===== src/hw/rtl/tftc_pkg.sv =====
`timescale 1ns / 1ps

package tftc_pkg;

	// sizing
	localparam int STACK_DEPTH = 16;
	localparam int COUNT_WIDTH = 16;
	localparam int DEPTH_W     = $clog2(STACK_DEPTH + 1);
	localparam int ELEM_W      = 16;

	// opener codes held on the nesting stack
	localparam logic [1:0] CODE_ROUND  = 2'd0;
	localparam logic [1:0] CODE_SQUARE = 2'd1;
	localparam logic [1:0] CODE_CURLY  = 2'd2;
	localparam logic [1:0] CODE_QUOTE  = 2'd3;

	// characters with a meaning
	localparam logic [7:0] CHAR_COMMA  = 8'h2C;
	localparam logic [7:0] CHAR_SPACE  = 8'h20;
	localparam logic [7:0] CHAR_TAB    = 8'h09;
	localparam logic [7:0] CHAR_ZERO   = 8'h30;
	localparam logic [7:0] CHAR_COLON  = 8'h3A;
	localparam logic [7:0] CHAR_QUOTE  = 8'h22;
	localparam logic [7:0] CHAR_LROUND = 8'h28;
	localparam logic [7:0] CHAR_RROUND = 8'h29;
	localparam logic [7:0] CHAR_LSQ    = 8'h5B;
	localparam logic [7:0] CHAR_RSQ    = 8'h5D;
	localparam logic [7:0] CHAR_LCURLY = 8'h7B;
	localparam logic [7:0] CHAR_RCURLY = 8'h7D;

	typedef struct packed {
		logic [7:0] in_byte;
		logic       line_end;
	} in_item_t;

	typedef struct packed {
		logic [7:0]        out_byte;
		logic              is_last;
		logic [ELEM_W-1:0] element_count;
		logic              bracket_error;
	} out_item_t;

	// shift command to every cell of the stack chain
	typedef struct packed {
		logic push;
		logic pop;
	} stk_op_t;

endpackage


===== src/hw/rtl/text_field_tokenizer_counter.sv =====
`timescale 1ns / 1ps

// Text line tokenizer and token counter. One byte request is taken per clock
// while the skid stage is empty and gives one result request; the per-byte
// update (stack-top compare, token registers, count) is combinational. The
// result goes out through an output register backed by a one-entry skid
// stage, so input keeps flowing for one more byte while the output is
// stalled. The nesting stack is a chain of STACK_DEPTH small cells that shift
// down on an opener and up on a matching closer, the top sitting in the first
// cell. element_count and bracket_error are meaningful on the result with
// is_last set and read zero otherwise. The user must write count_zeros with
// cfg_we only while no line is in flight; the block does not enforce this.
module text_field_tokenizer_counter (
	input  logic                  clk,
	input  logic                  arst_n,
	input  logic                  cfg_we,
	input  logic                  cfg_wdata,
	input  logic                  in_valid,
	output logic                  in_ready,
	input  tftc_pkg::in_item_t    in_data,
	output logic                  out_valid,
	input  logic                  out_ready,
	output tftc_pkg::out_item_t   out_data
);
	import tftc_pkg::*;

	localparam int SAT_W = (COUNT_WIDTH > ELEM_W) ? COUNT_WIDTH : ELEM_W;
	localparam logic [COUNT_WIDTH-1:0] TALLY_MAX = {COUNT_WIDTH{1'b1}};
	localparam logic [ELEM_W-1:0]      ELEM_MAX  = {ELEM_W{1'b1}};

	// line state
	logic                   count_zeros_q;
	logic [DEPTH_W-1:0]     depth_q, depth_n;
	logic                   quote_q, quote_n;
	logic                   space_q, space_n;
	logic [1:0]             tlen_q, tlen_n;
	logic [7:0]             tlast_q, tlast_n;
	logic [7:0]             tprev_q, tprev_n;
	logic                   first_q, first_n;
	logic                   trail_q, trail_n;
	logic [COUNT_WIDTH-1:0] tally_q, tally_n;
	logic                   err_q, err_n;

	// output register and skid stage
	logic      out_valid_q, skid_valid_q;
	out_item_t out_q, skid_q;

	logic      accept;
	logic      take;
	out_item_t result;
	stk_op_t   op_now, op;
	logic [1:0] push_code;
	logic [1:0] cell_code [STACK_DEPTH];
	logic [1:0] top_code;

	// combinational working values
	logic [7:0] b, ob;
	logic       last, sep, clr, fin_old, fin, is_zero, inc;
	logic [1:0] len0, zlen;
	logic [7:0] last0, prev0, zlast, zprev;
	logic       is_opener, is_closer;
	logic [1:0] opener_code, want;
	logic [SAT_W-1:0] tally_ext;

	assign in_ready = !skid_valid_q;
	assign accept   = in_valid && in_ready;
	assign take     = out_valid_q && out_ready;
	assign top_code = cell_code[0];

	// per-byte update
	always_comb begin
		b         = in_data.in_byte;
		last      = in_data.line_end;
		ob        = b;
		sep       = (b == CHAR_COMMA) || (b == CHAR_SPACE) || (b == CHAR_TAB);
		clr       = 1'b0;
		fin_old   = 1'b0;
		fin       = 1'b0;
		inc       = 1'b0;
		len0      = tlen_q;
		last0     = tlast_q;
		prev0     = tprev_q;
		zlen      = tlen_q;
		zlast     = tlast_q;
		zprev     = tprev_q;
		is_zero   = 1'b0;
		is_opener = 1'b0;
		is_closer = 1'b0;
		opener_code = CODE_ROUND;
		want      = CODE_ROUND;
		push_code = CODE_ROUND;
		op_now    = '0;
		depth_n   = depth_q;
		quote_n   = quote_q;
		space_n   = space_q;
		tlen_n    = tlen_q;
		tlast_n   = tlast_q;
		tprev_n   = tprev_q;
		first_n   = first_q;
		trail_n   = trail_q;
		tally_n   = tally_q;
		err_n     = err_q;

		if (!err_q) begin
			// separators only count at top level
			if (depth_q == '0) begin
				if (sep) begin
					ob = CHAR_SPACE;
					if (!space_q) begin
						if (!last) begin
							fin_old = (tlen_q != 2'd0);
							clr     = 1'b1;
						end
						space_n = 1'b1;
					end
				end else if (space_q) begin
					clr     = 1'b1;
					space_n = 1'b0;
				end
			end

			// token shift register
			if (clr) begin
				len0  = 2'd0;
				last0 = 8'd0;
				prev0 = 8'd0;
			end
			tprev_n = last0;
			tlast_n = ob;
			tlen_n  = (len0 == 2'd2) ? 2'd2 : len0 + 2'd1;

			// zero test on the token being finished
			fin = fin_old || last;
			if (last) begin
				zlen  = tlen_n;
				zlast = tlast_n;
				zprev = tprev_n;
			end
			if (zlen == 2'd1) begin
				is_zero = (zlast == CHAR_ZERO);
			end else if (zlen >= 2'd2) begin
				is_zero = (zlast == CHAR_ZERO) && (zprev == CHAR_COLON);
			end
			if (fin) begin
				trail_n = 1'b0;
				if (count_zeros_q || !is_zero) begin
					inc = 1'b1;
				end else if (first_q) begin
					inc     = 1'b1;
					first_n = 1'b0;
				end else begin
					trail_n = 1'b1;
				end
			end

			// bracket and quote nesting
			if (!quote_q) begin
				unique case (b)
					CHAR_QUOTE: begin
						is_opener   = 1'b1;
						opener_code = CODE_QUOTE;
					end
					CHAR_LROUND: begin
						is_opener   = 1'b1;
						opener_code = CODE_ROUND;
					end
					CHAR_LSQ: begin
						is_opener   = 1'b1;
						opener_code = CODE_SQUARE;
					end
					CHAR_LCURLY: begin
						is_opener   = 1'b1;
						opener_code = CODE_CURLY;
					end
					CHAR_RROUND: begin
						is_closer = 1'b1;
						want      = CODE_ROUND;
					end
					CHAR_RSQ: begin
						is_closer = 1'b1;
						want      = CODE_SQUARE;
					end
					CHAR_RCURLY: begin
						is_closer = 1'b1;
						want      = CODE_CURLY;
					end
					default: begin
					end
				endcase
				if (is_opener) begin
					if (depth_q >= DEPTH_W'(STACK_DEPTH)) begin
						err_n = 1'b1;
					end else begin
						push_code   = opener_code;
						op_now.push = 1'b1;
						depth_n     = depth_q + 1'b1;
						if (opener_code == CODE_QUOTE) begin
							quote_n = 1'b1;
						end
					end
				end
				if (is_closer && depth_q != '0) begin
					if (top_code == want) begin
						op_now.pop = 1'b1;
						depth_n    = depth_q - 1'b1;
					end else begin
						err_n = 1'b1;
					end
				end
			end else if (b == CHAR_QUOTE) begin
				if (depth_q != '0) begin
					op_now.pop = 1'b1;
					depth_n    = depth_q - 1'b1;
				end
				quote_n = 1'b0;
			end

			// a left-out zero that ends the line still counts
			if (last && !err_n && trail_n && !count_zeros_q) begin
				inc = 1'b1;
			end
			if (inc && tally_q != TALLY_MAX) begin
				tally_n = tally_q + 1'b1;
			end
		end

		// result of this byte
		tally_ext            = SAT_W'(tally_n);
		result.out_byte      = ob;
		result.is_last       = last;
		result.element_count = '0;
		result.bracket_error = 1'b0;
		if (last) begin
			result.element_count = (tally_ext > SAT_W'(ELEM_MAX)) ? ELEM_MAX
				: ELEM_W'(tally_ext);
			result.bracket_error = err_n;
		end

		// end of line brings back the reset state
		if (last) begin
			depth_n = '0;
			quote_n = 1'b0;
			space_n = 1'b0;
			tlen_n  = 2'd0;
			tlast_n = 8'd0;
			tprev_n = 8'd0;
			first_n = 1'b1;
			trail_n = 1'b0;
			tally_n = '0;
			err_n   = 1'b0;
		end

		op = accept ? op_now : '0;
	end

	// stack chain, top entry in the first cell
	for (genvar i = 0; i < STACK_DEPTH; i++) begin : g_cell
		logic [1:0] up_code, down_code;
		if (i == 0) begin : g_top
			assign up_code = push_code;
		end else begin : g_mid
			assign up_code = cell_code[i-1];
		end
		if (i == STACK_DEPTH - 1) begin : g_bottom
			assign down_code = cell_code[i];
		end else begin : g_inner
			assign down_code = cell_code[i+1];
		end
		tftc_stack_cell u_cell (
			.clk       (clk),
			.op        (op),
			.from_up   (up_code),
			.from_down (down_code),
			.code      (cell_code[i])
		);
	end

	// configuration register
	always_ff @(posedge clk or negedge arst_n) begin
		if (!arst_n) begin
			count_zeros_q <= 1'b0;
		end else if (cfg_we) begin
			count_zeros_q <= cfg_wdata;
		end
	end

	// line state registers
	always_ff @(posedge clk or negedge arst_n) begin
		if (!arst_n) begin
			depth_q <= '0;
			quote_q <= 1'b0;
			space_q <= 1'b0;
			tlen_q  <= 2'd0;
			tlast_q <= 8'd0;
			tprev_q <= 8'd0;
			first_q <= 1'b1;
			trail_q <= 1'b0;
			tally_q <= '0;
			err_q   <= 1'b0;
		end else if (accept) begin
			depth_q <= depth_n;
			quote_q <= quote_n;
			space_q <= space_n;
			tlen_q  <= tlen_n;
			tlast_q <= tlast_n;
			tprev_q <= tprev_n;
			first_q <= first_n;
			trail_q <= trail_n;
			tally_q <= tally_n;
			err_q   <= err_n;
		end
	end

	// output register with skid stage
	always_ff @(posedge clk or negedge arst_n) begin
		if (!arst_n) begin
			out_valid_q  <= 1'b0;
			skid_valid_q <= 1'b0;
		end else begin
			if (take) begin
				if (skid_valid_q) begin
					skid_valid_q <= 1'b0;
				end else begin
					out_valid_q <= accept;
				end
			end else if (accept) begin
				if (out_valid_q) begin
					skid_valid_q <= 1'b1;
				end else begin
					out_valid_q <= 1'b1;
				end
			end
		end
	end

	always_ff @(posedge clk) begin
		if (take && skid_valid_q) begin
			out_q <= skid_q;
		end else if (accept && (take || !out_valid_q)) begin
			out_q <= result;
		end
		if (accept && out_valid_q && !take) begin
			skid_q <= result;
		end
	end

	assign out_valid = out_valid_q;
	assign out_data  = out_q;

	// checks
	a_skid_behind_out: assert property (@(posedge clk) disable iff (!arst_n)
		skid_valid_q |-> out_valid_q)
		else $error("skid stage holds a result while the output register is empty");

	a_depth_bound: assert property (@(posedge clk) disable iff (!arst_n)
		depth_q <= DEPTH_W'(STACK_DEPTH))
		else $error("nesting depth beyond stack size");

	a_quote_on_top: assert property (@(posedge clk) disable iff (!arst_n)
		quote_q |-> (depth_q != '0 && top_code == CODE_QUOTE))
		else $error("quote mode without a quote on the stack top");

	a_line_clears: assert property (@(posedge clk) disable iff (!arst_n)
		(accept && in_data.line_end) |=> (depth_q == '0 && !err_q && tally_q == '0))
		else $error("line state not cleared after the last byte");

	a_count_only_last: assert property (@(posedge clk) disable iff (!arst_n)
		(out_valid_q && !out_q.is_last) |->
			(out_q.element_count == '0 && !out_q.bracket_error))
		else $error("count or error shown on a byte that does not end the line");

endmodule


===== src/hw/rtl/tftc_stack_cell.sv =====
`timescale 1ns / 1ps

module tftc_stack_cell (
	input  logic            clk,
	input  tftc_pkg::stk_op_t op,
	input  logic [1:0]      from_up,
	input  logic [1:0]      from_down,
	output logic [1:0]      code
);
	import tftc_pkg::*;

	logic [1:0] code_q;

	// push takes the entry above, pop takes the entry below
	always_ff @(posedge clk) begin
		if (op.push) begin
			code_q <= from_up;
		end else if (op.pop) begin
			code_q <= from_down;
		end
	end

	assign code = code_q;

endmodule

===== config.mk =====
export PLATFORM = sky130hd
export DESIGN_NAME = text_field_tokenizer_counter
export DESIGN_NICKNAME = d
export VERILOG_FILES = /design/src/hw/rtl/tftc_pkg.sv /design/src/hw/rtl/text_field_tokenizer_counter.sv /design/src/hw/rtl/tftc_stack_cell.sv
export SDC_FILE = /design/constraint.sdc
export NUM_CORES = 1
export LEC_CHECK = 0
export BUFFER_PORTS_ARGS = -buffer_cell sky130_fd_sc_hd__buf_2
export CAP_MARGIN = 10
export CORE_ASPECT_RATIO = 2
export CORE_MARGIN = 2
export CORE_UTILIZATION = 45
export DETAILED_ROUTE_END_ITERATION = 6
export MAX_ROUTING_LAYER = met4
export PLACE_DENSITY = 0.66
export REMOVE_ABC_BUFFERS = 1
export SYNTH_ARGS = -nofsm -noshare
export SYNTH_HDL_FRONTEND = slang
export SYNTH_HIERARCHICAL = 1
export SYNTH_SLANG_ARGS = --single-unit

===== constraint.sdc =====
create_clock -name clk -period 5.7 [get_ports clk]
set_clock_uncertainty 0.1 [all_clocks]
set_input_delay 0.57 -clock clk [delete_from_list [all_inputs] [get_ports clk]]
set_output_delay 0.57 -clock clk [all_outputs]
set_load 0.02 [all_outputs]

### Yosys cells after proc, flatten, opt, wreduce, memory -nomap -nowiden

Index checks and enable logic that the tools add are counted.

| operators by class | value |
|---|---|
| $add $sub $neg | 4 |
| multiply operators | 0 |
| div/mod/pow operators | 0 |
| $lt $le $gt $ge | 3 |
| equal/unequal tests | 22 |
| shifts and indexed selects | 0 |
| muxes and demuxes | 145 |
| bitwise operators | 0 |
| reductions and logical operators | 40 |

Operators with widths:

| operator | count |
|---|---|
| 8-bit 2-to-1 mux | 12 |
| 2-bit 2-to-1 mux | 47 |
| 1-bit 2-to-1 mux | 68 |
| 16-bit 2-to-1 mux | 4 |
| 8-bit by 6-bit equality test with 1-bit output (second input constant) | 7 |
| 26-bit 2-to-1 mux | 2 |
| 5-bit 2-to-1 mux | 9 |
| 8-bit by 7-bit equality test with 1-bit output (second input constant) | 4 |
| 17-bit 2-to-1 mux | 1 |
| 16-bit by 1-bit adder with 16-bit output (second input constant) | 1 |
| 16-bit greater-than comparator (second input constant) | 1 |
| 16-bit != test (second input constant) | 1 |
| 2-bit nonzero test | 7 |
| 1-bit logical AND | 12 |
| 8-bit by 4-bit equality test with 1-bit output (second input constant) | 1 |
| 4-bit AND reduction | 2 |
| 1-bit zero test | 6 |
| 2-bit != test (second input constant) | 3 |
| 3-bit by 2-bit != test with 1-bit output (second input constant) | 2 |
| 2-bit one-hot mux with 3 select lines | 1 |
| 2-bit AND reduction | 3 |
| 5-bit by 1-bit adder with 5-bit output (second input constant) | 1 |
| 5-bit >= comparator (second input constant) | 1 |
| 5-bit zero test | 1 |
| 12 further kinds | 17 |

| storage, ports and cells | value |
|---|---|
| bits in registers | 131 |
| latch bits | 0 |
| memory bits (writable) | 0 |
| bits in read-only memories | 0 |
| input bits | 15 |
| output and inout port bits | 28 |
| logic and storage cells | 251 |
| memories | 0 |

### Longest topological paths before layout

| logic depth | value |
|---|---|
| depth in word-level cells | 33 |
| depth in mapped cells | 16 |
| gate-level depth less buffers | 13 |

### Hierarchy

The synthesis kept the hierarchy.

Modules (own cells, without submodules):

| module | instances | cells an instance | area each (um^2) | sequential area each (um^2) |
|---|---|---|---|---|
| text_field_tokenizer_counter | 1 | 582 | 5546.6 | 2713.9 |
| tftc_stack_cell | 16 | 5 | 88.8 | 60.1 |

### Worst setup path after synthesis

No wires, ideal clock.

| path | value |
|---|---|
| path type | in2reg |
| from | input port in_data[3] (netlist bit) |
| to | register g_cell[0].u_cell.code_q[0], data pin |
| setup time | 264 ps |
| arrival time | 4130 ps |
| required time | 5336 ps |
| setup slack | 1206 ps |
| stages | 6 |
| buffers on the path | 2 |
| cells stage by stage | clkbuf_2 > or4_4 > or3_1 > clkbuf_1 > a31oi_1 > mux2_2 |

RTL lines:

| element | line | RTL |
|---|---|---|
| start, declared | text_field_tokenizer_counter.sv:20 | `input tftc_pkg::in_item_t in_data,` |
| end signal, assigned | tftc_stack_cell.sv:17 | `code_q <= from_up;` |
| end signal, assigned | tftc_stack_cell.sv:19 | `code_q <= from_down;` |
| end, declared | tftc_stack_cell.sv:12 | `logic [1:0] code_q;` |

### Final worst setup path

| path | value |
|---|---|
| from | register depth_q[1] |
| to | register out_q, in the netlist out_data[11], data pin |

| on the way | value |
|---|---|
| longest elaborated chain between the ends | 30 |
| elaborated cells between the ends (all ways) | 57 |
| those cells by class | add/sub: 1; order compare: 3; eq/ne: 4; mux: 37; reduce/logical: 12 |

Ends and longest elaborated chain:

| element | line | RTL |
|---|---|---|
| start, declared | text_field_tokenizer_counter.sv:33 | `logic [DEPTH_W-1:0] depth_q, depth_n;` |
| start signal, assigned | text_field_tokenizer_counter.sv:301 | `depth_q <= depth_n;` |
| 5-bit zero test | text_field_tokenizer_counter.sv:106 | `if (depth_q == '0) begin` |
| 1-bit 2-to-1 mux | text_field_tokenizer_counter.sv:106 |  |
| 1-bit 2-to-1 mux | text_field_tokenizer_counter.sv:104 | `if (!err_q) begin` |
| 2-bit 2-to-1 mux | text_field_tokenizer_counter.sv:123 | `if (clr) begin` |
| 2-bit 2-to-1 mux | text_field_tokenizer_counter.sv:104 |  |
| 2-bit by 1-bit adder with 2-bit output / 2-bit equality test (equally long branches) | text_field_tokenizer_counter.sv:130 | `tlen_n = (len0 == 2'd2) ? 2'd2 : len0 + 2'd1;` |
| 2-bit 2-to-1 mux | text_field_tokenizer_counter.sv:130 |  |
| 2-bit 2-to-1 mux | text_field_tokenizer_counter.sv:134 | `if (last) begin` |
| [14 not listed] | -- |  |
| 1-bit logical AND (*) | text_field_tokenizer_counter.sv:222 | `if (inc && tally_q != TALLY_MAX) begin` |
| 16-bit 2-to-1 mux (*) | text_field_tokenizer_counter.sv:222 |  |
| 16-bit 2-to-1 mux (*) | text_field_tokenizer_counter.sv:104 |  |
| 16-bit greater-than comparator | text_field_tokenizer_counter.sv:234 | `result.element_count = (tally_ext > SAT_W'(ELEM_MAX)) ? ELEM_MAX` |
| 16-bit 2-to-1 mux (*) | text_field_tokenizer_counter.sv:234 |  |
| 17-bit 2-to-1 mux (*) | text_field_tokenizer_counter.sv:233 | `if (last) begin` |
| 26-bit 2-to-1 mux (*) | text_field_tokenizer_counter.sv:339 | `end else if (accept && (take \|\| !out_valid_q)) begin` |
| 26-bit 2-to-1 mux (*) | text_field_tokenizer_counter.sv:337 | `if (take && skid_valid_q) begin` |
| end signal, assigned | text_field_tokenizer_counter.sv:338 | `out_q <= skid_q;` |
| end signal, assigned | text_field_tokenizer_counter.sv:340 | `out_q <= result;` |
| end, declared | text_field_tokenizer_counter.sv:46 | `out_item_t out_q, skid_q;` |

Mark *: on every way between the ends. The rest lies on a longest branch, timed or not. The select of a mux whose other input is x is not followed.
A chain may end at the register's enable or synchronous reset.

==> flow_summary.json <==
{
  "r2r_cells": 14,
  "cts_buffer_depth": 2,
  "ir_worst_vdd_mv": 0.225,
  "clkLatencyLatePin_ps": 420,
  "gp_congestion": 0.905,
  "core_um2": 15200,
  "rsz0062_at_grt": "false",
  "multiInputGateArea_um2": 3040,
  "timing.slew.headroom_pct": 38.8,
  "path_class": "flip-flop to flip-flop",
  "ios": 43,
  "drt-pass1-iter-count": 6,
  "maxCapViolCount": 0,
  "final-setup-viol-count": 0,
  "hold_path.class": "input port to asynchronous set/reset pin",
  "diodes": 0,
  "p_per_area_nw_per_um2": 460,
  "drv_slew": 0,
  "fmax_ghz": 0.209,
  "synth_common_cells": "84 x edfxtp_1, 62 x nand2_1, 45 x dfrtp_1, 40 x o21ai_0, 37 x mux2_2",
  "hpwl_um": 12200,
  "cts_max_level": 4,
  "endpoint_kind": "flip-flop",
  "synth.most_common_cell": "edfxtp_1",
  "cts_setup_buffers": 0,
  "p_leak_nw": 2.85,
  "cp.required_ps": 5770,
  "antenna_found_initial": 0,
  "fillers": 1393,
  "fin_crit_ps": 4780,
  "dieArea_um2": 16600,
  "worst-r2r-setup-slack_ps": 920,
  "netlist_instances": 662,
  "vias": 5661,
  "route.detailed.drc": 0,
  "ant_nets": 0,
  "grt_pass1_wl_um": 29300,
  "syn_avg_cell_area_um2": 10.5,
  "yosys.area.top_type_share_pct": 36.2,
  "yosysWarnings": 6,
  "outcome": "finished clean",
  "nets": 709,
  "synth_area_um2": 6970,
  "synth_edf_count": 84,
  "cts_resized": 0,
  "ys_seq_area_share_pct": 52.7,
  "period_share_pct": 83.8,
  "grt_max_degree": 49,
  "cts_made_buffers": 17,
  "grt_pass1_vias": 5920,
  "worst_ep_arrival_time_ps": 4840,
  "die_y_um": 180,
  "root_buffer": "clkbuf_16",
  "placementRows": 64,
  "die_x_um": 92.0,
  "start_util_pct": 45.8,
  "clkSinkCount": 130,
  "synthToLayoutAreaGrowth_pct": 13.6,
  "finalWirelength_um": 18000,
  "cts_tree": "yes",
  "post_drt_via_cell_ratio": 6.29,
  "grtUsageTotal_pct": 22.9,
  "place_inst": 867,
  "crit_fanout": 39,
  "synth_area_leaders": "edfxtp_1 36%, dfrtp_1 16%, mux2_2 6.0%, nand2_1 3.3%, o21ai_0 2.9%",
  "synth_area_leader_cell": "edfxtp_1",
  "drive_gt1_share_pct": 21.4,
  "synthFlopType": "edfxtp_1",
  "finalNonFillerCells": 900,
  "hold_viol_final": 0,
  "start_kind": "flip-flop",
  "seq_area_um2": 3670,
  "grt_overflow": 0,
  "synth.ff_latch_count": 130,
  "async_reset_ff_share_pct": 35.4,
  "clk_pin_slew_ps": 60,
  "worst_pin_slew_ps": 914,
  "routedWlPerCell_um": 20.0,
  "synth_cell_types": 64,
  "io_buffers": 42,
  "ctsHoldBuffers": 0,
  "fin_tns_setup_ps": 0,
  "drtIter0Drc": 417
}
==> where the power goes <==
group          switching, mW  internal, mW  leakage (nW)
logic                  0.647         0.379          1.31
registers              0.243          1.29          1.26
clock network          0.459         0.621         0.285
==> layer usage <==
layer	part of all wire [%]	global-route usage, %
met1	35	23.4
met3	4.7	3.60
met4	4.3	12.1
met5	0	-
met2	56	41.3
==> sequential cells by signal, summed over array words and instances, names as in the netlist <==
signal / cells
out_data: 26
skid_q: 26
quote_q: 1
skid_valid_q: 1
tprev_q: 8
first_q: 1
g_cell.u_cell/code: 32
err_q: 1
tlen_q: 2
tlast_q: 8
space_q: 1
out_valid: 1
count_zeros_q: 1
depth_q: 5
tally_q: 16
==> worst paths after layout <==
kind | startpoint | to
min in group clk | out_ready | skid_valid_q$_DFFE_PN0P_
max in group asynchronous | arst_n | err_q$_DFFE_PN0P_
worst min-delay path | arst_n | tally_q[5]$_DFFE_PN0P_
worst min register to register | tprev_q[1]$_DFFE_PN0P_ | tprev_q[1]$_DFFE_PN0P_
worst max register to register | depth_q[1]$_DFFE_PN0P_ | out_data[11]$_DFFE_PP_
worst max-delay path | depth_q[1]$_DFFE_PN0P_ | out_data[11]$_DFFE_PP_
==> through the flow <==
stage          worst slack (ps)  total power, mW  hold WS, ps  utilization [%]  instance area (um^2)
4_1_cts                    1020             3.65          186             52.0                  7910
6_report                    924             3.64          162             52.0                  7920
2_1_floorplan              1360             2.18          174                -                  6760
3_3_place_gp               1290             2.51          382             48.1                  7330
3_5_place_dp               1080             2.56          396             48.1                  7330
5_1_grt                     649             3.83          219             52.0                  7920
==> worst max-delay path, cell delays in order (launching register included) <==
cell      delay (ps)
dfrtp_1          430
inv_1            150
ha_1             180
or4b_1           500
or3_1            330
mux2i_1          340
nand2b_1         170
ha_1             170
o21ai_0           90
a221o_1          400
o32ai_1          360
o22a_2           640
buf_4            320
nor4_1            90
a211o_1          260
==> logic make-up (layout without fill, tap and decap cells) <==
logic type	Yosys count	in the layout	synth area share, %
xor gates and xnor gates	1	1	0.126
muxes	39	39	6.27
adders and majority gates	5	5	0.898
AOI/OAI and AO/OA	156	156	15.2
and+or+nand+nor	267	267	20.8
buffers and inverters	64	104	3.91
DFF	130	130	52.7
==> cell usage in the layout, fill, tap and decap left out, types with 19 or more instances in the layout <==
master	instances
o21ai_0	40
a21oi_1	29
nand3_1	36
and3_1	21
or3_1	23
edfxtp_1	84
or2_2	19
nor2_1	24
mux2_2	37
buf_2	42
nand2_1	62
dfrtp_1	45
==> final cells by class <==
cell class / count / share of cell area, %
multi-input combinational: 468 / 38.4
clock inverter: 15 / 2.04
tap: 198 / 3.13
clock buffer: 17 / 5.37
inverter: 17 / 0.806
timing repair buffer: 55 / 3.86
sequential: 130 / 46.4
Power figures use the tool's default switching activity.
